<file path="config.mk">
export PLATFORM = sky130hd
export DESIGN_NAME = qte_norm
export DESIGN_NICKNAME = d
export VERILOG_FILES = /design/src/hw/rtl/qte_pkg.sv /design/src/hw/rtl/qte_norm.sv
export SDC_FILE = /design/constraint.sdc
export NUM_CORES = 1
export LEC_CHECK = 0
export BUFFER_PORTS_ARGS = -buffer_cell sky130_fd_sc_hd__buf_4
export CAP_MARGIN = 20
export CORE_UTILIZATION = 50
export CTS_CLUSTER_SIZE = 14
export DETAILED_ROUTE_END_ITERATION = 6
export PLACE_DENSITY = 0.77
export SYNTH_ARGS = -nofsm -noshare
export SYNTH_HDL_FRONTEND = slang
export SYNTH_SLANG_ARGS = --single-unit
</file>
<file path="constraint.sdc">
create_clock -name clk -period 3.8 [get_ports clk]
set_input_delay 0.57 -clock clk [delete_from_list [all_inputs] [get_ports clk]]
set_output_delay 0.57 -clock clk [all_outputs]
set_load 0.03 [all_outputs]
</file>
<file path="src/hw/rtl/qte_pkg.sv">
// qte_pkg: shared constants, tables and types for the quaternion to Euler block.
// No dependencies; every other file of the block imports it.
package qte_pkg;

  localparam int unsigned CORDIC_STAGES_DEF  = 16;
  localparam int unsigned COMPONENT_BITS_DEF = 16;

  localparam int unsigned ANGLE_BITS    = 16;
  localparam int unsigned NORM_BITS     = 30;   // normalized operands lie below 2^30
  localparam int unsigned CX_BITS       = 33;   // CORDIC x/y datapath, signed
  localparam int unsigned Z_BITS        = 33;   // CORDIC angle accumulator, signed
  localparam int unsigned RES_BITS      = 34;   // full-scale angle, 2^31 = pi
  localparam int unsigned SQ_ROOT_BITS  = 31;
  localparam int unsigned SQ_RAD_BITS   = 61;
  localparam int unsigned ATAN_TAB_SIZE = 32;

  localparam logic signed [RES_BITS-1:0] ANG_HALF_PI = RES_BITS'(64'sd1073741824);
  localparam logic signed [RES_BITS-1:0] ANG_PI      = RES_BITS'(64'sd2147483648);

  // atan(2^-i) with 2^31 = pi
  localparam logic [NORM_BITS-1:0] ATAN_TAB [ATAN_TAB_SIZE] = '{
    30'd536870912, 30'd316933406, 30'd167458907, 30'd85004756, 30'd42667331,
    30'd21354465, 30'd10679838, 30'd5340245, 30'd2670163, 30'd1335087,
    30'd667544, 30'd333772, 30'd166886, 30'd83443, 30'd41722, 30'd20861,
    30'd10430, 30'd5215, 30'd2608, 30'd1304, 30'd652, 30'd326, 30'd163,
    30'd81, 30'd41, 30'd20, 30'd10, 30'd5, 30'd3, 30'd1, 30'd1, 30'd0
  };

  // operand classification carried alongside a CORDIC lane
  typedef struct packed {
    logic both_zero;
    logic x_zero;
    logic y_zero;
    logic x_neg;
    logic y_neg;
  } atan_flags_t;

  typedef struct packed {
    logic [ANGLE_BITS-1:0] yaw_angle;
    logic [ANGLE_BITS-1:0] pitch_angle;
    logic [ANGLE_BITS-1:0] roll_angle;
    logic                  zero_input;
  } euler_t;

endpackage

</file>
<file path="src/hw/rtl/qte_norm.sv">
// qte_norm: joint normalization of two magnitudes so the larger lies in [2^29, 2^30).
// Two stages: leading-one search, then shift. Depends on qte_pkg.
module qte_norm import qte_pkg::*; #(
  parameter int unsigned IW = 32
) (
  input  logic                 clk,
  input  logic                 en,
  input  logic [IW-1:0]        a,
  input  logic [IW-1:0]        b,
  output logic [NORM_BITS-1:0] na,
  output logic [NORM_BITS-1:0] nb
);
  localparam int unsigned PB = $clog2(IW + 1) + 1;
  localparam int unsigned EW = (IW > NORM_BITS) ? IW : NORM_BITS;
  localparam logic [PB-1:0] TOP = PB'(NORM_BITS - 1);

  logic [IW-1:0] m;
  logic [PB-1:0] p;
  logic [IW-1:0] a_q, b_q;
  logic [PB-1:0] p_q;
  logic [EW-1:0] ea, eb, sa, sb;

  always_comb begin
    m = (a > b) ? a : b;
    p = '0;
    for (int i = 0; i < IW; i++) begin
      if (m[i]) p = PB'(i);
    end
  end

  always_comb begin
    ea = EW'(a_q);
    eb = EW'(b_q);
    if (p_q >= TOP) begin
      sa = ea >> (p_q - TOP);
      sb = eb >> (p_q - TOP);
    end else begin
      sa = ea << (TOP - p_q);
      sb = eb << (TOP - p_q);
    end
  end

  always_ff @(posedge clk) begin
    if (en) begin
      a_q <= a;
      b_q <= b;
      p_q <= p;
      na  <= sa[NORM_BITS-1:0];
      nb  <= sb[NORM_BITS-1:0];
    end
  end
endmodule

</file>
* Yosys cells after proc, flatten, opt, wreduce, memory -nomap -nowiden *
Index checks and enable logic that the tools add are counted.

storage, ports and cells
  register bits after elaboration = 131
  input port bits = 66
  output and inout bits = 60
  logic and storage cells = 56

cells by class
  add/subtract/negate cells = 2
  $lt $le $gt $ge = 2
  shifts and indexed selects = 4
  muxes and demuxes = 33
  reduce and logical (&&, ||, !) cells = 5

operators by type and width
  cell                                                               count
  two-way mux 5 bit                                                  14
  << shifter 32 x 7 -> 30 bit                                        2
  right shift 32 x 7 -> 30 bit                                       2
  two-way mux 30 bit                                                 2
  > comparator 32 bit                                                1
  two-way mux 32 bit                                                 1
  two-way mux 4 bit                                                  8
  OR reduction 30 bit                                                1
  OR reduction 16 bit                                                1
  two-way mux 3 bit                                                  4
  OR reduction 8 bit                                                 1
  greater-or-equal comparator 7 x 5 -> 1 bit, second input constant  1
  subtractor 5 x 7 -> 7 bit, first input constant                    1
  subtractor 7 x 5 -> 7 bit, second input constant                   1
  two-way mux 2 bit                                                  2
  OR reduction 4 bit                                                 1
  two-way mux 1 bit                                                  2
  OR reduction 2 bit                                                 1

* Longest topological paths before layout *
Gate-level depths: netlist (run 1).

  word-level depth = 32
  mapped depth = 13
  depth with buffers taken out = 9

* Least setup slack after synthesis (run 1) *
OpenSTA, ideal clock, no wires.

  path type = register to register
  start point = register p_q[0]
  end point = register na[21] (data pin)
  data arrival time = 2589 ps
  required time = 3536 ps
  path slack = 946 ps
  stages on the path, launching flop included = 13
  buffers on the path = 6
  clock period less this slack = 2854 ps
  cell sequence = edfxtp_1 buf_6 buf_4 inv_2 clkbuf_1 ha_1 clkbuf_1 buf_2 buf_2 mux2i_1 nand2_1 a32oi_1 o21ai_0

on the way
  word-level cells in the longest chain between the ends = 3
  elaborated cells on any way between the ends = 6

RTL lines
  what                                                                         line                            text
  from (decl)                                                                  qte_norm.sv:20                  logic [PB-1:0] p_q;
  from (signal assigned)                                                       qte_norm.sv:47                  p_q <= p;
  subtractor 5 x 7 -> 7 bit or subtractor 7 x 5 -> 7 bit (tied branches)       qte_norm.sv:38, qte_norm.sv:35
  << shifter 32 x 7 -> 30 bit or right shift 32 x 7 -> 30 bit (tied branches)  qte_norm.sv:38, qte_norm.sv:35
  two-way mux 30 bit *                                                         qte_norm.sv:34                  if (p_q >= TOP) begin
  net sa[21]                                                                   qte_norm.sv:21                  logic [EW-1:0] ea, eb, sa, sb;
  to (signal assigned)                                                         qte_norm.sv:48                  na <= sa[NORM_BITS-1:0];
  to (decl)                                                                    qte_norm.sv:10                  output logic [NORM_BITS-1:0] na,

Mark *: on every way through the listed nets, which the timed path passes. The rest lies on a longest branch.
A chain may end at the register's enable or synchronous reset.

* Worst setup path after layout (run 1) *
  start point = register p_q[0]
  end point = register na[27] (data pin)

Same word-level chain as after synthesis.

==> results of run 1 <==
cell usage after synthesis (all sizes together), types with 36 or more instances:
| master | number | area share, % |
|---|---|---|
| ha | 36 | 4.4 |
| nor2 | 128 | 4.9 |
| mux2i | 90 | 8.8 |
| buf | 40 | 2.5 |
| nand2 | 127 | 4.7 |
| inv | 44 | 1.6 |
| mux2 | 43 | 4.9 |
| a21oi | 101 | 5.0 |
| clkbuf | 41 | 1.5 |
| edfxtp | 129 | 38 |
| nor3 | 42 | 2.2 |
| o21ai | 80 | 3.9 |
layer usage:
metal / wire length, µm / vias up / GRT usage, % / share of wire, %
li1: - / 4453 / - / -
met1: 14300 / 4522 / 46.4 / 42
met2: 14600 / 653 / 47.1 / 43
met3: 3790 / 79 / 6.82 / 11
met4: 1070 / 0 / 11.6 / 3.2
met5: 0 / - / 0 / 0
metrics by stage:
stage          area [µm²]  instances  utilization (%)  setup WS, ps
2_1_floorplan       10200       1136                -           946
3_3_place_gp        11400       1471             57.6           833
3_5_place_dp        11400       1471             57.6           851
4_1_cts             12000       1501             60.6           832
5_1_grt             12000       1501             60.6           671
6_report            12000       1501             60.6           733
cells by family after synthesis:
group	share of synthesized area [%]
compound gates	20.0
xor+xnor	0.515
fa+ha+maj	4.41
buf+inv	5.66
flops	37.9
mux	15.5
simple gates	16.0
power by group:
part	internal [mW]	switching, mW	leakage, nW
Combinational	0.828	1.49	3.30
Sequential	1.76	0.107	1.30
Clock	1.02	0.635	0.279
area by class of cell:
cell class | instances | area, µm² | area share, %
Clock inverter | 13 | 165 | 1.38
Timing Repair Buffer | 151 | 1200 | 10.0
Tap cell | 265 | 332 | 2.77
Inverter | 45 | 169 | 1.41
Clock buffer | 17 | 425 | 3.56
Multi-Input combinational cell | 881 | 5790 | 48.5
Sequential cell | 129 | 3870 | 32.4
registers in the layout, indices dropped and copies added, names as in the netlist:
signal,flops
a_q,32
b_q,32
na,30
nb,30
p_q,5
how the worst max path moves through the flow:
stage | slack, ps | endpoint | from
6_report | 730 | na[27] | p_q[0]
5_1_grt | 670 | na[15] | p_q[0]
3_5_place_dp | 850 | na[27] | p_q[0]
2_1_floorplan | 950 | na[21] | p_q[0]
3_3_place_gp | 830 | na[27] | p_q[0]
4_1_cts | 830 | na[27] | p_q[0]
==> run_results.csv, run 1 <==
group,metric,value,unit
synth,synth_edf_count,129,
place,portBuffers,125,
critical_path,reg2reg_slack,730,ps
critical_path,path_buf_inv,1,
final_layout,drive_gt1_share,20.1,%
floorplanning,die_height,145,µm
clocking,cts_tree,"done",
global_route,grt-ovfl-total,0,
routing,drt_first_pass_iters,7,
floorplanning,die_x,145,µm
timing,fmax,0.326,GHz
floorplanning,ios,126,
final_layout,num_antenna_cells,0,
run_status,outcome,"complete, but fails checks",
synth,synthFlopType,"edfxtp_1",
synth,synth-seq-area-share,37.9,%
final_layout,nets,1327,
clocking,cts-resized-gates,0,
timing,tns,0,ps
clocking,cts_hold_buffers,0,
timing,finalSetupViolations,0,
power,power.density,489,nW/µm²
final_layout,final_common_cell,"buf_4",
critical_path,cpMostUsedCell,"o21ai_0",
critical_path,worst_path_max_delay_cell,"buf_12",
critical_path,cp_max_fo,140,
critical_path,arrival,3190,ps
clocking,cts_made_buffers,17,
timing,holdWs,331,ps
synth,synthArstFlopShare,0,%
clocking,clkSinkCount,129,
timing,finalHoldViolCount,0,
synth,yosysWarnings,0,
min_path,hold_start,"b[0]",
global_route,grt_max_degree,141,
clocking,clk-insertion-delay-late,430,ps
place,gp_congestion,1.02,
global_route,grt.total_usage,32.1,%
global_route,grt_pass1_wl,51.4,mm
min_path,whs_endpoint,"b_q[0]",
timing,relSlewSlack,43.1,%
critical_path,critPathTopFamily,"multiplexers",
routing,drt-total-wl,33.8,mm
timing,period_share,80.7,%
synth,synth_fp_nets,1238,
floorplanning,rows,51,
clocking,post_cts_buffers,0,
global_route,first_global_vias,8723,
power,ir_drop,0.000350,V
synth,synth_area,10200,µm²
final_layout,area.growth.synth_to_final,17.0,%
routing,drc,1,
floorplanning,initial_utilization,51.8,%
critical_path,cp.depth,8,
routing,drtAntennaViolNets,0,
critical_path,path_class,"flop to flop",
critical_path,path_cells,"buf_12 -> mux2_2 -> nand3_1 -> o21ai_0 -> mux2i_1 -> o21ai_0 -> nand2_1 -> o221ai_1",
power,finalPower,5.84,mW
clocking,max-clock-path-buffers,2,
timing,clock_skew,7.08,ps
min_path,min_path_cells,1,
critical_path,crit_required,3930,ps
critical_path,cpPeakStageDelay,560,ps
timing,drv_slew,0,
flow_run,maxCapViolations,0,
run_status,violations,"DRC",
floorplanning,core,19700,µm²
global_route,antenna_found_initial,0,
final_layout,nFillCells,1702,
timing,grt_setup_unrepaired,"no",
critical_path,end_kind,"flop",
clocking,root_buffer,"clkbuf_16",
critical_path,r2r_end,"na[27]",
routing,post_drt_wl_per_cell,22.5,µm
synth,postSynthAreaPerCell,8.99,µm²
routing,drt-vias-per-instance,6.47,
critical_path,worstRegToRegCells,8,
place,dp_hpwl,25.7,mm
synth,syn_inst,1136,
critical_path,reg2reg_from,"p_q[0]",
final_layout,final_cell_mix,"146 x buf_4, 129 x edfxtp_1, 127 x nor2_1",
clocking,clkSlewWorstSetupHoldPaths,60,ps
routing,vias,9707,
synth,ys_types,67,
routing,drtIter0Drc,1363,
synth,synth-seq-cells,129,
min_path,hold_path.class,"input pin to flop",
timing,period_minus_slack,3070,ps
clocking,h-tree-depth,4,
floorplanning,die-area,21000,µm²
power,leakagePower,4.87,nW
critical_path,cp-start-kind,"flop",
timing,max_slew.worst_pin.slew,848,ps
Note: power is estimated with default switching activity, not from simulation.
==> run 2, diff against run 1 <==
Clock period 3.8 ns to 3.1 ns, I/O delays scaled along.
==> run 2 against run 1 <==
Largest cell class unchanged; final cell count increased by 1.9%; the flow now finishes without violations; largest power group unchanged; critical path type unchanged; via count up 1.9%; critical endpoint is now nb[24]; clock power grew 14%.
==> run_results.csv, run 2 (synthesis gave the netlist of run 1 again) <==
group,metric,value,unit
timing,max_slew.worst_pin.slew,946,ps
final_layout,drive_gt1_share,21.8,%
place,gp_congestion,1.02,
final_layout,finalNonFillerCells,1530,
critical_path,cp_max_fo,10,
power,swShare,39.2,%
routing,drt-total-wl,34.6,mm
floorplanning,ios,126,
power,pwr-share-clk,26.5,%
floorplanning,core,19700,µm²
global_route,grt_pass1_wl,52.3,mm
clocking,clkSlewWorstSetupHoldPaths,60,ps
power,leakagePower,4.98,nW
critical_path,worstRegToRegCells,9,
global_route,grt_max_degree,65,
critical_path,cp-start-kind,"flop",
global_route,antenna_found_initial,0,
critical_path,end_kind,"flop",
routing,drt_first_pass_iters,7,
timing,clock_skew,11.0,ps
critical_path,cp-endpoint,"nb[24]",
place,portBuffers,125,
run_status,outcome,"finished clean",
timing,period_minus_slack,2870,ps
clocking,max-clock-path-buffers,2,
timing,finalSetupViolations,0,
clocking,h-tree-depth,4,
power,ir_drop,0.000376,V
timing,tns,0,ps
clocking,cts_hold_buffers,0,
floorplanning,die_x,145,µm
clocking,post_cts_buffers,0,
power,comb_power_share,41.5,%
final_layout,top_regs,"a_q x32, b_q x32",
floorplanning,die_height,145,µm
final_layout,final_cell_mix,"171 x buf_4, 129 x edfxtp_1, 127 x nor2_1",
global_route,grt.total_usage,32.7,%
power,p_int,4.35,mW
clocking,cts_made_buffers,17,
critical_path,crit_required,3270,ps
routing,drtAntennaViolNets,0,
final_layout,nets,1354,
floorplanning,die-area,21000,µm²
final_layout,num_antenna_cells,0,
timing,relSlewSlack,36.5,%
global_route,grt-ovfl-total,0,
global_route,first_global_vias,8962,
timing,finalHoldViolCount,0,
final_layout,final_common_cell,"buf_4",
min_path,hold_path.class,"input pin to flop",
final_layout,area.growth.synth_to_final,18.6,%
routing,drt-vias-per-instance,6.46,
critical_path,reg2reg_slack,230,ps
routing,post_drt_wl_per_cell,22.6,µm
critical_path,arrival,3040,ps
critical_path,r2r_end,"nb[24]",
floorplanning,rows,51,
timing,period_share,92.6,%
critical_path,path_class,"flop to flop",
routing,vias,9891,
power,finalPower,7.15,mW
clocking,clk-insertion-delay-late,440,ps
power,seqPwrFrac,32.0,%
critical_path,startpoint,"p_q[1]",
clocking,clkSinkCount,129,
routing,drtIter0Drc,1286,
critical_path,reg2reg_from,"p_q[1]",
place,dp.cells,1497,
timing,grt_setup_unrepaired,"no",
clocking,cts_tree,"done",
clocking,cts-resized-gates,0,
place,dp_hpwl,26.2,mm
power,power.density,590,nW/µm²
timing,fmax,0.348,GHz
clocking,root_buffer,"clkbuf_16",
timing,drv_slew,0,
power,p_switching,2.80,mW
routing,drc,0,
flow_run,maxCapViolations,0,
floorplanning,initial_utilization,51.8,%
==> run 2: final cells by class <==
cell class | count | area (µm²)
clock buffer | 18 | 429
clock inverter | 14 | 118
fill | 1664 | 7600
inverter | 45 | 169
multi-input combinational | 881 | 5790
sequential | 129 | 3870
tap | 265 | 332
timing repair buffer | 178 | 1400
==> run 2: how the worst min path moves through the flow <==
stage	from	end	slack [ps]	cells past startpoint
2_1_floorplan	a[0]	a_q[0]	560	0
3_3_place_gp	a[0]	a_q[0]	650	1
3_5_place_dp	a[0]	a_q[0]	650	1
4_1_cts	a[0]	a_q[0]	210	1
5_1_grt	b[0]	b_q[0]	210	1
6_report	a[0]	a_q[0]	220	1
==> run 2: worst max-delay path, cell delays in order, from the launching register on <==
cell	delay [ps]
edfxtp_1	390
inv_1	140
ha_2	380
clkinv_1	310
buf_4	300
nor3_1	180
a21oi_1	90
o21ai_0	460
o22a_1	250
o21ai_1	80
==> run 2: per-layer routing <==
metal	track usage, %	share of wire (%)	vias up	routed length (µm)
met5	0	0	-	0
met4	14.5	4.1	0	1410
met3	7.55	12	99	4070
met2	48.0	43	694	14800
met1	45.9	41	4587	14400
li1	-	-	4511	-
==> run 2: per-stage QoR <==
stage / area [µm²] / utilization, % / hold WS [ps] / setup WS [ps]
global route: 12100 / 61.5 / 208 / 176
global placement: 11600 / 58.6 / 653 / 242
floorplan: 10200 / - / 564 / 246
finish: 12100 / 61.5 / 217 / 229
detailed placement: 11600 / 58.6 / 654 / 310
CTS: 12100 / 61.4 / 211 / 301
==> run 2: power groups by stage <==
stage               combinational [mW]  sequential, mW  clock [mW]
finish                            2.96            2.29        1.89
CTS                               2.86            2.28        1.90
floorplan                         1.63            2.49           0
global route                      3.11            2.31        1.96
global placement                  2.85            2.32           0
detailed placement                2.85            2.32           0
==> run 3, diff against run 2 <==
Settings changed: CORE_ASPECT_RATIO set to 0.8.
==> run 3 against run 2 <==
Non-clock buffer count decreased by 6; setup slack improved by 86 ps; die area about the same; final cell count decreased by 0.46%; clock power increased by 9%; sequential share of layout area about the same; final area about the same; sequential cell count unchanged; sequential power about the same; first-iteration DRC count decreased by 4.6%; highest routed layer unchanged.
==> run_results.csv, run 3 (synthesis gave the netlist of run 1 again) <==
group,metric,value,unit
timing,drv_slew,0,
clocking,cts_hold_buffers,0,
place,place_ws,460,ps
flow_run,maxCapViolations,0,
min_path,hold_start,"a[0]",
critical_path,end_kind,"flop",
critical_path,cpMostUsedCell,"buf_4",
timing,worst_slack,314,ps
clocking,clkSinkCount,129,
clocking,cts-resized-gates,0,
final_layout,num_antenna_cells,0,
power,ir_drop,0.000344,V
routing,drc,0,
routing,vias,9881,
timing,finalHoldViolCount,0,
final_layout,final_core_util,60.9,%
clocking,max-clock-path-buffers,2,
final_layout,area.growth.synth_to_final,18.7,%
critical_path,worstRegToRegCells,7,
power,finalPower,7.30,mW
floorplanning,ios,126,
final_layout,top_regs,"a_q x32, b_q x32",
global_route,grt-ovfl-total,0,
timing,period_minus_slack,2790,ps
critical_path,cp-start-kind,"flop",
routing,drtAntennaViolNets,0,
timing,holdWs,216,ps
global_route,grt_pass1_wl,53.2,mm
critical_path,path_class,"flop to flop",
floorplanning,die_height,130,µm
power,seqPwrFrac,31.4,%
critical_path,reg2reg_slack,310,ps
timing,period_share,89.9,%
timing,fmax,0.359,GHz
floorplanning,die_x,162,µm
timing,relSlewSlack,45.3,%
floorplanning,rows,46,
critical_path,worst_path_max_delay_cell,"o21bai_1",
critical_path,critPathTopFamily,"compound AO/OA/AOI/OAI gates",
clocking,h-tree-depth,4,
run_status,outcome,"finished clean",
power,p_switching,2.79,mW
min_path,hold_path.class,"input pin to flop",
floorplanning,core,19900,µm²
final_layout,final_cell_mix,"167 x buf_4, 129 x edfxtp_1, 127 x nor2_1",
routing,drt-vias-per-instance,6.49,
critical_path,cp_max_fo,45,
power,p_int,4.50,mW
place,dpl_cell_area,11500,µm²
timing,tns,0,ps
final_layout,finalNonFillerCells,1523,
clocking,cts_made_buffers,17,
global_route,grt_max_degree,68,
timing,clock_skew,10.4,ps
critical_path,crit_required,3340,ps
min_path,whs_endpoint,"a_q[0]",
min_path,min_path_cells,1,
clocking,root_buffer,"clkbuf_16",
critical_path,path_buf_inv,2,
global_route,grt.total_usage,34.0,%
floorplanning,die-area,21000,µm²
timing,finalSetupViolations,0,
power,leakagePower,4.98,nW
global_route,antenna_found_initial,0,
final_layout,drive_gt1_share,21.5,%
clocking,post_cts_buffers,0,
timing,grt_setup_unrepaired,"no",
routing,drtIter0Drc,1227,
routing,drt-total-wl,35.2,mm
clocking,clkSlewWorstSetupHoldPaths,60,ps
routing,post_drt_wl_per_cell,23.1,µm
final_layout,nets,1348,
place,portBuffers,125,
power,pwr-share-clk,28.3,%
place,gp_congestion,1.02,
clocking,clk-insertion-delay-late,430,ps
power,swShare,38.3,%
clocking,cts_tree,"done",
final_layout,nFillCells,1709,
critical_path,cpPeakStageDelay,620,ps
timing,max_slew.worst_pin.slew,800,ps
critical_path,arrival,3030,ps
final_layout,final_design_area_no_fill,12100,µm²
critical_path,path_cells,"buf_4 -> buf_4 -> o21bai_1 -> nor2_1 -> a21oi_1 -> o22ai_1 -> o31ai_1",
routing,drt_first_pass_iters,6,
final_layout,final_common_cell,"buf_4",
critical_path,r2r_end,"na[29]",
power,comb_power_share,40.3,%
floorplanning,initial_utilization,51.3,%
place,dp_hpwl,26.8,mm
power,power.density,602,nW/µm²
place,dp.cells,1491,
global_route,first_global_vias,9061,
critical_path,reg2reg_from,"p_q[1]",
run 3: worst reg2reg max path, delay by kind of cell (launching register included):
family	cells	cell delay, ps
buffers and inverters	2	580
flip-flops	1	440
AO/OA/AOI/OAI	4	1500
AND/OR/NAND/NOR	1	80
run 3: worst max-delay path by stage:
| stage | start | end | slack, ps | cells after the start |
|---|---|---|---|---|
| CTS | p_q[2] | na[29] | 450 | 8 |
| global placement | p_q[1] | na[29] | 500 | 7 |
| floorplan | p_q[0] | na[21] | 250 | 12 |
| finish | p_q[1] | na[29] | 310 | 7 |
| global route | p_q[1] | na[29] | 240 | 7 |
| detailed placement | p_q[0] | na[28] | 460 | 10 |
run 3: final cells by class:
type | instances | area (µm²) | share of cell area [%]
well taps | 264 | 330 | 2.72
repair buffers | 172 | 1350 | 11.2
inverters | 45 | 169 | 1.39
multi-input cells | 881 | 5790 | 47.8
clock buffers | 17 | 425 | 3.51
clock inverters | 15 | 181 | 1.50
flip-flops and latches | 129 | 3870 | 31.9
run 3: power groups by stage:
stage          clock, mW  combinational [mW]  sequential (mW)
2_1_floorplan          0                1.63             2.49
3_3_place_gp           0                2.83             2.31
3_5_place_dp           0                2.83             2.32
4_1_cts             2.08                2.84             2.29
5_1_grt             2.15                3.11             2.31
6_report            2.06                2.94             2.29
run 3: routing by layer:
metal	vias up	wire, µm	global-route usage [%]
li1	4497	-	-
met1	4630	15200	49.1
met2	670	14700	49.0
met3	84	4270	8.90
met4	0	1090	12.2
met5	-	0	0
