## src/hw/rtl/qte_pkg.sv

```systemverilog
// qte_pkg: shared constants, tables and types for the quaternion to Euler block.
// No dependencies; every other file of the block imports it.
package qte_pkg;

  localparam int unsigned CORDIC_STAGES_DEF  = 16;
  localparam int unsigned COMPONENT_BITS_DEF = 16;

  localparam int unsigned ANGLE_BITS    = 16;
  localparam int unsigned NORM_BITS     = 30;   // normalized operands lie below 2^30
  localparam int unsigned CX_BITS       = 33;   // CORDIC x/y datapath, signed
  localparam int unsigned Z_BITS        = 33;   // CORDIC angle accumulator, signed
  localparam int unsigned RES_BITS      = 34;   // full-scale angle, 2^31 = pi
  localparam int unsigned SQ_ROOT_BITS  = 31;
  localparam int unsigned SQ_RAD_BITS   = 61;
  localparam int unsigned ATAN_TAB_SIZE = 32;

  localparam logic signed [RES_BITS-1:0] ANG_HALF_PI = RES_BITS'(64'sd1073741824);
  localparam logic signed [RES_BITS-1:0] ANG_PI      = RES_BITS'(64'sd2147483648);

  // atan(2^-i) with 2^31 = pi
  localparam logic [NORM_BITS-1:0] ATAN_TAB [ATAN_TAB_SIZE] = '{
    30'd536870912, 30'd316933406, 30'd167458907, 30'd85004756, 30'd42667331,
    30'd21354465, 30'd10679838, 30'd5340245, 30'd2670163, 30'd1335087,
    30'd667544, 30'd333772, 30'd166886, 30'd83443, 30'd41722, 30'd20861,
    30'd10430, 30'd5215, 30'd2608, 30'd1304, 30'd652, 30'd326, 30'd163,
    30'd81, 30'd41, 30'd20, 30'd10, 30'd5, 30'd3, 30'd1, 30'd1, 30'd0
  };

  // operand classification carried alongside a CORDIC lane
  typedef struct packed {
    logic both_zero;
    logic x_zero;
    logic y_zero;
    logic x_neg;
    logic y_neg;
  } atan_flags_t;

  typedef struct packed {
    logic [ANGLE_BITS-1:0] yaw_angle;
    logic [ANGLE_BITS-1:0] pitch_angle;
    logic [ANGLE_BITS-1:0] roll_angle;
    logic                  zero_input;
  } euler_t;

endpackage

```

## src/hw/rtl/qte_sqrt_cell.sv

```systemverilog
// qte_sqrt_cell: one digit of a restoring integer square root; decides root bit B.
// Depends on qte_pkg.
module qte_sqrt_cell import qte_pkg::*; #(
  parameter int unsigned B = 0
) (
  input  logic                    clk,
  input  logic                    en,
  input  logic [SQ_RAD_BITS-1:0]  rem_in,
  input  logic [SQ_ROOT_BITS-1:0] root_in,
  output logic [SQ_RAD_BITS-1:0]  rem_out,
  output logic [SQ_ROOT_BITS-1:0] root_out
);
  localparam int unsigned TW = SQ_RAD_BITS + 2;

  logic [TW-1:0] trial;
  logic          take;

  // (q + 2^B)^2 - q^2 = q*2^(B+1) + 2^(2B)
  assign trial = (TW'(root_in) << (B + 1)) + (TW'(1) << (2 * B));
  assign take  = TW'(rem_in) >= trial;

  always_ff @(posedge clk) begin
    if (en) begin
      rem_out  <= take ? rem_in - trial[SQ_RAD_BITS-1:0] : rem_in;
      root_out <= take ? (root_in | (SQ_ROOT_BITS'(1) << B)) : root_in;
    end
  end
endmodule

```

## config.mk

```make
export PLATFORM = sky130hd
export DESIGN_NAME = qte_sqrt_cell
export DESIGN_NICKNAME = d
export VERILOG_FILES = /design/src/hw/rtl/qte_pkg.sv /design/src/hw/rtl/qte_sqrt_cell.sv
export SDC_FILE = /design/constraint.sdc
export NUM_CORES = 1
export LEC_CHECK = 0
export ABC_AREA = 1
export BUFFER_PORTS_ARGS = -buffer_cell sky130_fd_sc_hd__clkbuf_2
export CORE_MARGIN = 2
export CORE_UTILIZATION = 25
export CTS_BUF_LIST = sky130_fd_sc_hd__clkbuf_4 sky130_fd_sc_hd__clkbuf_8
export CTS_CLUSTER_DIAMETER = 30
export DETAILED_ROUTE_END_ITERATION = 10
export HOLD_SLACK_MARGIN = 0.06
export MAX_ROUTING_LAYER = met4
export SKIP_LAST_GASP = 1
export SLEW_MARGIN = 20
export SYNTH_ARGS = -nofsm -noshare
export SYNTH_HDL_FRONTEND = slang
export SYNTH_SLANG_ARGS = --single-unit
```

## constraint.sdc

```tcl
create_clock -name clk -period 3.63 [get_ports clk]
set_input_delay 0.363 -clock clk [delete_from_list [all_inputs] [get_ports clk]]
set_output_delay 0.363 -clock clk [all_outputs]
set_load 0.01 [all_outputs]
```

[After elaboration in Yosys (flattened, before gate mapping)]
Index checks and enable logic that the tools add are counted.
Word-level totals
  register bits: 92
  input port bits: 94
  output and inout bits: 92
  logic and storage cells: 7
Cells by class
  multiplexer cells: 1
  add/subtract/negate cells: 2
  $lt $le $gt $ge: 1
Operator list (number)
  61-bit by 33-bit >= comparator with 1-bit output: 1
  61-bit 2-to-1 mux: 1
  61-bit by 33-bit subtractor with 61-bit output: 1
  32-bit by 1-bit adder with 33-bit output (second input constant): 1

[Depth between registers and ports, before layout]
Gate-level depths: netlist (run 1).
  word-level depth: 3
  gate-level depth with buffers: 17
  gate-level depth less buffers: 16

[Worst setup path after synthesis (run 1)]
No wires, ideal clock.
  path type: input to register
  from: in root_in[6]
  to: reg root_out[0], data pin
  required time: 3.374 ns
  slack: 1.510 ns
  arrival: 1.864 ns
  cell stages on the path: 16
  cell sequence: inv_1 ha_1 nand2_1 inv_1 nand2_1 nand2_1 a21oi_1 nand2_2 nand2_1 nand2_2 nand2_1 nand2_2 inv_2 buf_6 buf_6 nand2_1
On the way
  longest elaborated chain between the ends: 2
RTL lines
  start: declaration: RTL line qte_sqrt_cell.sv:9  | input logic [SQ_ROOT_BITS-1:0] root_in,
  32-bit by 1-bit adder with 33-bit output: RTL line qte_sqrt_cell.sv:19  | assign trial = (TW'(root_in) << (B + 1)) + (TW'(1) << (2 * B));
  61-bit by 33-bit >= comparator with 1-bit output: RTL line qte_sqrt_cell.sv:20  | assign take = TW'(rem_in) >= trial;
  end signal: assignment: RTL line qte_sqrt_cell.sv:25  | root_out <= take ? (root_in | (SQ_ROOT_BITS'(1) << B)) : root_in;
  end: declaration: RTL line qte_sqrt_cell.sv:11  | output logic [SQ_ROOT_BITS-1:0] root_out
No other way between the ends.
A chain may end at the register's enable or synchronous reset.

[Final worst setup path (run 1)]
  from: in root_in[29]
  to: reg rem_out[33], data pin
On the way
  longest elaborated chain between the ends: 3
  elaborated cells on any way between the ends: 4
RTL lines
  32-bit by 1-bit adder with 33-bit output (*): RTL line qte_sqrt_cell.sv:19
  61-bit by 33-bit subtractor with 61-bit output / 61-bit by 33-bit >= comparator with 1-bit output (equally long branches): RTL line qte_sqrt_cell.sv:24, qte_sqrt_cell.sv:20
  61-bit 2-to-1 mux (*): RTL line qte_sqrt_cell.sv:24  | rem_out <= take ? rem_in - trial[SQ_RAD_BITS-1:0] : rem_in;
  end signal: assignment: RTL line qte_sqrt_cell.sv:24
  end: declaration: RTL line qte_sqrt_cell.sv:10  | output logic [SQ_RAD_BITS-1:0] rem_out,
Mark *: on every way between the ends. The rest lies on a longest branch, timed or not.

==> results by group, run 1 <==
Finish
  – Utilization of the core after routing: 30.78%
  – Growth of design area from synthesis to finish: 21.51%
  – Layout Cells excl Fill: 1701
  – Fraction of layout cells with a size suffix above 1: 19.56%
  – Final nets: 1431

Power
  – Combinational cell fraction of total power: 29.5%
  – Part of the total power dissipated in the clock network: 26.2%
  – Peak supply drop: 0.1430 mV
  – Sequential cell fraction of total power: 44.3%
  – Cell Int Power: 0.002006 W
  – Power spent charging and discharging nets: 0.001035 W
  – Leakage component of the power: 4.652 nW
  – Fraction of power spent switching nets: 34.04%
  – Power density of the placed cells: 334.4 nW/um^2

Clock tree
  – Clock-pin slew of the registers on the worst-case setup and hold paths: 0.10 ns
  – Num Clock Sinks: 92
  – Number of gates resized after cts: 0
  – Buffer type at the clock tree root: clkbuf_8
  – Clock tree from TritonCTS: yes
  – Number of buffers added to fix hold violations after cts: 0
  – Post-CTS setup repair buffer count: 0
  – Number of buffers inserted during clock tree synthesis: 9
  – H-tree levels: 3
  – Clock buffer depth: 2

Detailed routing
  – Routed wirelength normalized by instance count: 16.05 um
  – Remaining number of nets flagged by the antenna check after routing: 0
  – Drt initial violations: 445
  – Total Routed Length: 27.30 mm
  – Number of vias per cell after detailed routing: 4.345
  – Detailed Routing Iterations Pass 1: 6
  – DRC errors left: 0
  – Number of vias in the routed layout: 7391

Die
  – Die span in y: 177.1 um
  – Die Width: 177.1 um
  – Total Die Area: 31350 um^2
  – Floorplan core area: 29560 um^2
  – Row Count: 63
  – Number of primary I/O pins: 186
  – Effective utilization at floorplan: 25.33%

Place
  – Cells after DPL: 1683
  – Setup slack after placement: 0.8488 ns
  – HPWL after detailed placement: 23.26 mm
  – Placer Congestion: 0.9165
  – Port Buffers: 185

Timing
  – Final hold vios: 0
  – Final setup fails: 0
  – Worst-Margin Slew: 0.5911 ns
  – Final number of max-transition violations: 0
  – Period Utilization, post-route: 64.58%
  – Least setup slack across all paths after layout: 1.286 ns
  – Sum Neg Setup Slack: 0 ns
  – Unrepaired setup endpoints after global routing: false
  – Worst-case headroom to the max-slew limit: 60.59%
  – Tmin final: 2.344 ns
  – Upper clock frequency limit: 426.6 MHz

Hold path
  – Min-Delay Endpoint: root_out[2]
  – HP Start: root_in[2]
  – Number of cells traversed by the worst hold path: 1
  – Tightest Hold Check Type: input port to register

Setup path
  – Startpoint Class: input port
  – Critical Path, Cell by Cell: clkbuf_2 > inv_1 > ha_1 > a21oi_1 > o21ai_1 > nor2_1 > nand4_1 > a21oi_1 > nand2_2 > inv_2 > buf_4 > a21oi_1
  – Worst EP arrival: 2.49 ns
  – Crit path max-delay cell type: ha_1
  – Required arrival time at the worst endpoint: 3.78 ns
  – Maximum single-stage delay on the critical path: 0.34 ns
  – Bufs and invs on worst path: 4
  – CP dominant cell by count: a21oi_1
  – Critical-path maximum fanout: 14
  – CP top delay family: compound AO/OA/AOI/OAI gates
  – Worst Setup End Kind: register
  – Worst Setup Path Type: input port to register

Global route
  – Antenna violations before repair: 2
  – Total track usage: 17.88%
  – Largest net degree at the start of global routing: 51
  – Global-route wire length before repair: 40.50 mm
  – Overflow after GRT: 0
  – Number of global-route vias before repair: 7144

Logic synthesis
  – Mapped cell area: 7487 um^2
  – Syn_area_per_cell: 6.727 um^2
  – Register area share after synthesis: 36.90%
  – Gate count after technology mapping: 1113
  – Post-synth EDFFs: 92
  – #FFs+latches synth: 92
  – Async set-or-reset flop fraction in the synthesized netlist: 0%
  – Net count of the mapped netlist: 1240
  – Yosys Warn Count: 0
  – Ys flop type: edfxtp_1
  – Distinct cell type count of the synthesized netlist: 29

Run status
  – Outcome: finished, final reports clean

Job
  – Max Cap Viol: 0
[worst max path at each step]
stage                 from           to  slack, ns  cells past startpoint
6_report       root_in[29]  rem_out[33]       1.29                     12
5_1_grt        root_in[29]  rem_out[33]       1.09                     12
4_1_cts        root_in[29]  rem_out[33]       1.27                     12
3_5_place_dp   root_in[29]  rem_out[33]       0.85                     12
3_3_place_gp   root_in[29]  rem_out[33]       0.81                     12
2_1_floorplan   root_in[6]  root_out[0]       1.51                     16
[through the flow]
step	hold WS [ns]	area (um^2)	power, W
final	0.1535	9097	0.003042
after global routing	0.1326	9097	0.003223
after CTS	0.1341	9092	0.003080
after detailed placement	0.5595	8877	0.002276
after global placement	0.5583	8877	0.002273
after floorplan	0.4619	7487	0.001884
[cell usage after synthesis, types with 5 or more instances]
library cell,n,share of area [%]
a21oi_1,29,1.9
a21oi_2,19,2.2
buf_6,5,0.75
edfxtp_1,92,37
ha_1,32,5.3
inv_1,196,9.8
inv_2,11,0.55
nand2_1,457,23
nand2_2,7,0.58
nand3_1,50,3.3
nand3b_1,11,1.1
nand4_1,11,0.92
nor2_1,112,5.6
nor2_2,8,0.67
nor3_1,13,0.87
o21bai_1,6,0.60
xor2_1,27,3.2
[per-layer routing]
layer	GRT usage, %	routed length (um)	vias up
li1	-	-	3818
met5	-	0	-
met1	23.03	12530	3355
met4	4.373	458	0
met2	29.04	12770	194
met3	3.179	1540	24
[final cells by class]
type / instances / area, um^2
clock inverters: 7 / 91.34
flip-flops and latches: 92 / 2763
fillers: 3333 / 20460
well taps: 390 / 488.0
clock buffers: 9 / 123.9
multi-input cells: 803 / 3855
inverters: 208 / 780.7
diodes: 2 / 5.005
repair buffers: 190 / 991.0
[cells in the final DEF (no fill, tap or decap), types with 13 or more instances in the layout]
cell        n
a21oi_2    19
nand2_1   457
clkbuf_2  184
nand3_1    50
inv_1     196
nor2_1    112
a21oi_1    29
ha_1       32
edfxtp_1   92
xor2_1     27
nor3_1     13
[power by group through the flow]
stage	clock network, W	registers (W)	logic (W)
finish	0.000796	0.00135	0.000897
global route	0.000860	0.00136	0.00100
CTS	0.000823	0.00135	0.000904
detailed placement	0	0.00138	0.000901
global placement	0	0.00138	0.000896
floorplan	0	0.00143	0.000452
[cells by family after synthesis]
| logic type | synth area share [%] |
|---|---|
| compound gates | 5.164 |
| xor+xnor | 3.275 |
| fa+ha+maj | 5.615 |
| buf+inv | 11.61 |
| flops | 36.90 |
| simple gates | 37.43 |
[state kept, by name (all words and copies together), names as in the netlist]
| name | flops |
|---|---|
| root_out | 31 |
| rem_out | 61 |
Note: power is estimated with default switching activity, not from simulation.
==> run 2, diff against run 1 <==
--- a/config.mk
+++ b/config.mk
@@ -5,7 +5,7 @@
 export SDC_FILE = /design/constraint.sdc
 export NUM_CORES = 1
 export LEC_CHECK = 0
-export ABC_AREA = 1
+export ABC_AREA = 0
 export BUFFER_PORTS_ARGS = -buffer_cell sky130_fd_sc_hd__clkbuf_2
 export CORE_MARGIN = 2
 export CORE_UTILIZATION = 25
==> constraint.sdc (replaced) <==
create_clock -name clk -period 2.1 [get_ports clk]
set_input_delay 0.21 -clock clk [delete_from_list [all_inputs] [get_ports clk]]
set_output_delay 0.21 -clock clk [all_outputs]
set_load 0.01 [all_outputs]
==> run 2 against run 1 <==
The flow now finishes with violations (negative setup slack). Setup slack worse by 1.7 ns. Final cell count shrank 24%. Critical path depth unchanged. Wire length decreased by 27%. Via count is 21% lower. Die area is 23% lower. Highest routed layer unchanged.
==> results by group, run 2 <==
Detailed routing
  – DRC errors left: 0
  – Routed wirelength normalized by instance count: 15.38 um
  – Remaining number of nets flagged by the antenna check after routing: 0
  – Number of vias in the routed layout: 5815
  – Number of vias per cell after detailed routing: 4.504
  – Drt initial violations: 307
  – Detailed Routing Iterations Pass 1: 4
  – Total Routed Length: 19.86 mm

Logic synthesis
  – Top cells by instance count after synthesis: 92 x edfxtp_1, 74 x nand2_1, 46 x o21ai_0
  – Cell types with the largest area share after synthesis: edfxtp_1 48%, ha_1 6.9%, xor2_1 6.8%
  – Yosys Warn Count: 0
  – Share of the synthesized area in the top cell type: 47.95%
  – Ys flop type: edfxtp_1
  – Distinct cell type count of the synthesized netlist: 54
  – Post-synthesis cell type with the largest combined area: edfxtp_1
  – Post-synth EDFFs: 92
  – Syn_area_per_cell: 10.06 um^2
  – Most repeated cell in the gate-level netlist after synthesis: edfxtp_1
  – Register area share after synthesis: 47.95%
  – Net count of the mapped netlist: 700
  – Gate count after technology mapping: 573
  – Async set-or-reset flop fraction in the synthesized netlist: 0%
  – Mapped cell area: 5762 um^2
  – #FFs+latches synth: 92

Timing
  – Least setup slack across all paths after layout: -0.3842 ns
  – Period Utilization, post-route: 118.3%
  – Upper clock frequency limit: 402.5 MHz
  – Sum Neg Setup Slack: -18.46 ns
  – Final setup fails: 62
  – Unrepaired setup endpoints after global routing: true
  – Worst-case headroom to the max-slew limit: 39.07%
  – Tmin final: 2.484 ns
  – Final hold vios: 0
  – Worst-Margin Slew: 0.9121 ns
  – Final number of max-transition violations: 0

Clock tree
  – Clock tree from TritonCTS: yes
  – Clock buffer depth: 2
  – Number of buffers inserted during clock tree synthesis: 9
  – H-tree levels: 3
  – Num Clock Sinks: 92
  – Clock-pin slew of the registers on the worst-case setup and hold paths: 0.11 ns
  – Buffer type at the clock tree root: clkbuf_8

Die
  – Total Die Area: 24280 um^2
  – Effective utilization at floorplan: 25.45%
  – Row Count: 55
  – Floorplan core area: 22640 um^2
  – Die span in y: 155.8 um
  – Die Width: 155.8 um
  – Number of primary I/O pins: 186

Global route
  – Antenna violations before repair: 1
  – Global-route wire length before repair: 30.84 mm
  – Largest net degree at the start of global routing: 93
  – Overflow after GRT: 0
  – Total track usage: 16.73%
  – Number of global-route vias before repair: 6011

Setup path
  – Worst Setup Path Type: input port to register
  – Bufs and invs on worst path: 4
  – Maximum single-stage delay on the critical path: 0.53 ns
  – Worst Setup End Kind: register
  – Critical Path, Cell by Cell: buf_6 > or4_4 > or4_4 > nor3_4 > and4bb_2 > o31ai_4 > buf_4 > nor2_4 > buf_12 > buf_12 > nor3_2 > xor2_1
  – CP top delay family: simple AND/OR/NAND/NOR gates
  – Startpoint Class: input port
  – Crit path max-delay cell type: or4_4
  – Critical-path maximum fanout: 7
  – Required arrival time at the worst endpoint: 2.22 ns
  – Worst EP arrival: 2.61 ns

Job
  – Max Cap Viol: 0

Finish
  – Area taken by multi-input logic gates: 3456 um^2
  – Fillcell total: 2184
  – Most frequent cells in the layout: 205 x buf_4, 177 x clkbuf_2, 92 x edfxtp_1, 74 x nand2_1, 44 x xor2_1
  – Most common library cell in the layout ignoring fill and taps: buf_4
  – Registers with the highest flip-flop counts: rem_out (61), root_out (31)
  – Final nets: 1127
  – Flip-flop and latch area: 2763 um^2
  – Growth of design area from synthesis to finish: 73.46%
  – Register bank with the most flops: rem_out
  – Fraction of layout cells with a size suffix above 1: 50.75%
  – Number of flip-flops in the largest register: 61

Place
  – Setup slack after placement: -0.9614 ns
  – HPWL after detailed placement: 14.92 mm
  – Placer Congestion: 0.8323
  – Port Buffers: 185

Run status
  – Outcome: finished with violations
  – Failing checks: negative setup slack

Power
  – Peak supply drop: 0.2560 mV
  – Leakage component of the power: 4.357 nW
  – Power density of the placed cells: 532.2 nW/um^2

Hold path
  – Tightest Hold Check Type: input port to register
## run 2: report_power, final
part           switching [W]  internal [W]
clock               0.000713      0.000463
sequential         0.0000521       0.00227
combinational       0.000912      0.000908
total                0.00168       0.00364
## run 2: layer usage
| metal | vias up | track usage [%] | share of wire, % |
|---|---|---|---|
| met5 | - | - | 0 |
| met4 | 0 | 5.548 | 2.1 |
| met3 | 20 | 3.806 | 5.2 |
| met2 | 130 | 26.65 | 46 |
| met1 | 2707 | 21.07 | 46 |
| li1 | 2958 | - | - |
## run 2: stage by stage
| stage | total power [W] | hold slack, ns | util (%) | std cells | instance area (um^2) |
|---|---|---|---|---|---|
| finish | 0.005319 | 0.09823 | 44.14 | 1291 | 9995 |
| global route | 0.005621 | 0.09020 | 44.14 | 1291 | 9995 |
| CTS | 0.005300 | 0.08166 | 42.79 | 1286 | 9687 |
| detailed placement | 0.004026 | 0.4077 | 38.89 | 1230 | 8806 |
| global placement | 0.004014 | 0.4045 | 38.89 | 1230 | 8806 |
| floorplan | 0.003089 | 0.3089 | - | 573 | 6072 |
## run 2: what timing repair did
action | 4_1_cts | 5_1_grt
hold endpoints to repair | 28 | 0
hold buffers | 28 | 0
buffers inserted | 10 | 4
endpoints found under the setup margin | 62 | 62
pin swaps | 22 | 27
resized for setup | 53 | 51
gates cloned | 2 | 1
## run 2: path summary, 6_finish.rpt
check,to,cells past startpoint,start
setup / recovery,rem_out[34],12,rem_in[52]
hold / removal,root_out[6],2,root_in[6]
## run 2: kinds of logic after synthesis
group,count (synthesis),synth area share [%]
AND/OR/NAND/NOR,193,16.61
flip-flops,92,47.95
adder cells (fa/ha/maj),33,7.296
buffers and inverters,55,3.909
AO/OA/AOI/OAI,141,15.27
XOR/XNOR,59,8.969
## run 2: final cells by class
type                            count  area share [%]
Antenna cell                        1         0.02504
Clock buffer                       11           1.390
Clock inverter                      5          0.3756
Inverter                           38           1.602
Multi-Input combinational cell    426           34.58
Sequential cell                    92           27.64
Tap cell                          285           3.568
Timing Repair Buffer              433           30.82
==> run 3, diff against run 2 <==
--- a/config.mk
+++ b/config.mk
@@ -11,6 +11,7 @@
 export CORE_UTILIZATION = 25
 export CTS_BUF_LIST = sky130_fd_sc_hd__clkbuf_4 sky130_fd_sc_hd__clkbuf_8
 export CTS_CLUSTER_DIAMETER = 30
+export CTS_CLUSTER_SIZE = 20
 export DETAILED_ROUTE_END_ITERATION = 10
 export HOLD_SLACK_MARGIN = 0.06
 export MAX_ROUTING_LAYER = met4
@@ -19,3 +20,4 @@
 export SYNTH_ARGS = -nofsm -noshare
 export SYNTH_HDL_FRONTEND = slang
 export SYNTH_SLANG_ARGS = --single-unit
+export TNS_END_PERCENT = 30
==> constraint.sdc (replaced) <==
create_clock -name clk -period 2.7 [get_ports clk]
set_input_delay 0.27 -clock clk [delete_from_list [all_inputs] [get_ports clk]]
set_output_delay 0.27 -clock clk [all_outputs]
set_load 0.01 [all_outputs]
==> run 3 against run 2 <==
The flow now finishes without violations. Count of clock-buffer cells in the layout fell by 2. Die area did not move. Sequential share of layout area rose by 4.4 points. Setup slack improved by 0.41 ns. Via count fell by 5.8%. Non-clock buffer count fell by 93. Core utilization fell by 6.1 points. Critical path depth fell by 1. Total power fell by 23%. Wire length fell by 7.7%. Global-route usage fell by 1.2 points. Clock power fell by 9%.
==> results by group, run 3 (synthesis gave the netlist of run 2 again) <==
Global route
  – Met1 routing resource usage after global routing: 20.78%
  – Most heavily used metal layer in global routing: met2
  – Antenna violations before repair: 0
  – Largest net degree at the start of global routing: 47
  – Total track usage: 15.53%
  – Overflow after GRT: 0
  – Met3 usage: 2.472%
  – Global-route wire length before repair: 28.48 mm
  – Number of global-route vias before repair: 5518
  – Met2 layer usage reported by global route: 24.27%

Setup path
  – Bufs and invs on worst path: 4
  – Maximum single-stage delay on the critical path: 0.53 ns
  – Critical-path maximum fanout: 11
  – Crit path max-delay cell type: or4_1
  – CP top delay family: simple AND/OR/NAND/NOR gates
  – CP dominant cell by count: buf_4
  – Critical Path, Cell by Cell: clkbuf_2 > or4_1 > or4_4 > nor3_2 > and4bb_2 > o31ai_4 > buf_4 > nor2_4 > buf_4 > buf_4 > o21ai_0
  – Worst Setup Path Type: input port to register
  – Required arrival time at the worst endpoint: 2.82 ns
  – Worst Setup SP: rem_in[52]
  – Worst EP arrival: 2.80 ns
  – Worst Setup End Kind: register
  – Startpoint Class: input port

Clock tree
  – Number of buffers inserted during clock tree synthesis: 9
  – Buffer type at the clock tree root: clkbuf_8
  – Clock tree from TritonCTS: yes
  – Num Clock Sinks: 92
  – Clock buffer depth: 2
  – H-tree levels: 3
  – Clock-pin slew of the registers on the worst-case setup and hold paths: 0.10 ns

Place
  – HPWL after detailed placement: 14.71 mm
  – DP Area: 8175 um^2
  – Placer Congestion: 0.8837
  – Port Buffers: 185
  – Setup slack after placement: -0.5615 ns

Power
  – Peak supply drop: 0.1816 mV
  – Power density of the placed cells: 473.6 nW/um^2
  – Cell Int Power: 0.002857 W
  – Part of the total power dissipated in the clock network: 26.3%
  – Power spent charging and discharging nets: 0.001226 W
  – Fraction of power spent switching nets: 30.03%
  – Leakage component of the power: 3.795 nW
  – Sequential cell fraction of total power: 44.4%
  – Combinational cell fraction of total power: 29.4%

Die
  – Row Count: 55
  – Die span in y: 155.8 um
  – Number of primary I/O pins: 186
  – Die Width: 155.8 um
  – Floorplan core area: 22640 um^2
  – Total Die Area: 24280 um^2
  – Effective utilization at floorplan: 25.45%

Timing
  – Tmin final: 2.677 ns
  – Worst-Margin Slew: 0.7654 ns
  – Final setup fails: 0
  – Period Utilization, post-route: 99.14%
  – Final number of max-transition violations: 0
  – Upper clock frequency limit: 373.6 MHz
  – Least setup slack across all paths after layout: 0.02316 ns
  – Worst-case headroom to the max-slew limit: 48.87%
  – Unrepaired setup endpoints after global routing: true
  – Final hold vios: 0

Finish
  – Antenna Cells: 0
  – Fraction of layout cells with a size suffix above 1: 42.61%
  – Number of flip-flops in the largest register: 61
  – Final std cell area, no fill: 8622 um^2
  – Growth of design area from synthesis to finish: 49.64%
  – Final nets: 1035
  – Register bank with the most flops: rem_out
  – Registers with the highest flip-flop counts: rem_out (61), root_out (31)
  – Most common library cell in the layout ignoring fill and taps: clkbuf_2
  – Most frequent cells in the layout: 184 x clkbuf_2, 148 x buf_4, 92 x edfxtp_1, 74 x nand2_1, 46 x o21ai_0
  – Fillcell total: 2331

Detailed routing
  – Routed wirelength normalized by instance count: 15.30 um
  – Detailed Routing Iterations Pass 1: 4
  – Total Routed Length: 18.33 mm
  – Remaining number of nets flagged by the antenna check after routing: 0
  – Number of vias in the routed layout: 5480
  – DRC errors left: 0
  – Number of vias per cell after detailed routing: 4.574
  – Drt initial violations: 283

Hold path
  – Tightest Hold Check Type: input port to register
  – HP Start: root_in[15]

Job
  – Max Cap Viol: 0

Run status
  – Outcome: finished, final reports clean
run 3: cell count changes in the layout (fill, tap and decap cells not counted), moves of 9 or more:
cell and delta:
buf_4 -57, buf_6 -9, dlygate4sd3_1 -23, ha_1 +11, ha_4 -10, o21ai_0 +13, o21ai_1 -13
run 3: power groups by stage:
| stage | combinational, W | sequential, W | clock (W) |
|---|---|---|---|
| floorplan | 0.000448 | 0.00193 | 0 |
| global placement | 0.00117 | 0.00184 | 0 |
| detailed placement | 0.00117 | 0.00185 | 0 |
| CTS | 0.00119 | 0.00181 | 0.00110 |
| global route | 0.00133 | 0.00183 | 0.00116 |
| finish | 0.00120 | 0.00181 | 0.00107 |
run 3: what timing repair did:
action,4_1_cts,5_1_grt
pin swaps,3,3
hold buffers,4,1
gates cloned,1,0
resized for setup,9,17
hold endpoints to repair,4,1
setup buffers,2,1
endpoints found under the setup margin,55,46
run 3: worst paths after layout:
path | to | slack (ns) | cells past startpoint
setup / recovery | rem_out[26] | 0.02 | 11
hold / removal | root_out[15] | 0.08 | 1
run 3: cell type report:
class | count | area, um^2 | share of cell area [%]
Multi-Input combinational cell | 427 | 3005 | 34.86
Clock buffer | 9 | 123.9 | 1.437
Tap cell | 285 | 356.6 | 4.136
Clock inverter | 7 | 97.59 | 1.132
Inverter | 38 | 142.6 | 1.654
Sequential cell | 92 | 2763 | 32.04
Timing Repair Buffer | 340 | 2133 | 24.74
run 3: through the flow:
step / cells / utilization, % / hold slack (ns) / setup TNS (ns) / power (W)
after floorplan: 573 / - / 0.3689 / 0 / 0.002375
after global placement: 1173 / 36.11 / 0.4645 / -26.34 / 0.003009
after detailed placement: 1173 / 36.11 / 0.4661 / -30.43 / 0.003017
after CTS: 1196 / 37.59 / 0.06055 / -0.02673 / 0.004107
after global routing: 1198 / 38.08 / 0.06248 / -0.9793 / 0.004314
final: 1198 / 38.08 / 0.07559 / 0 / 0.004084
run 3: layer usage:
metal	vias to the layer above	share of wire, %	routed length (um)
met4	0	1.5	281
met2	142	46	8416
li1	2779	-	-
met1	2544	48	8803
met3	15	4.5	831
met5	-	0	0
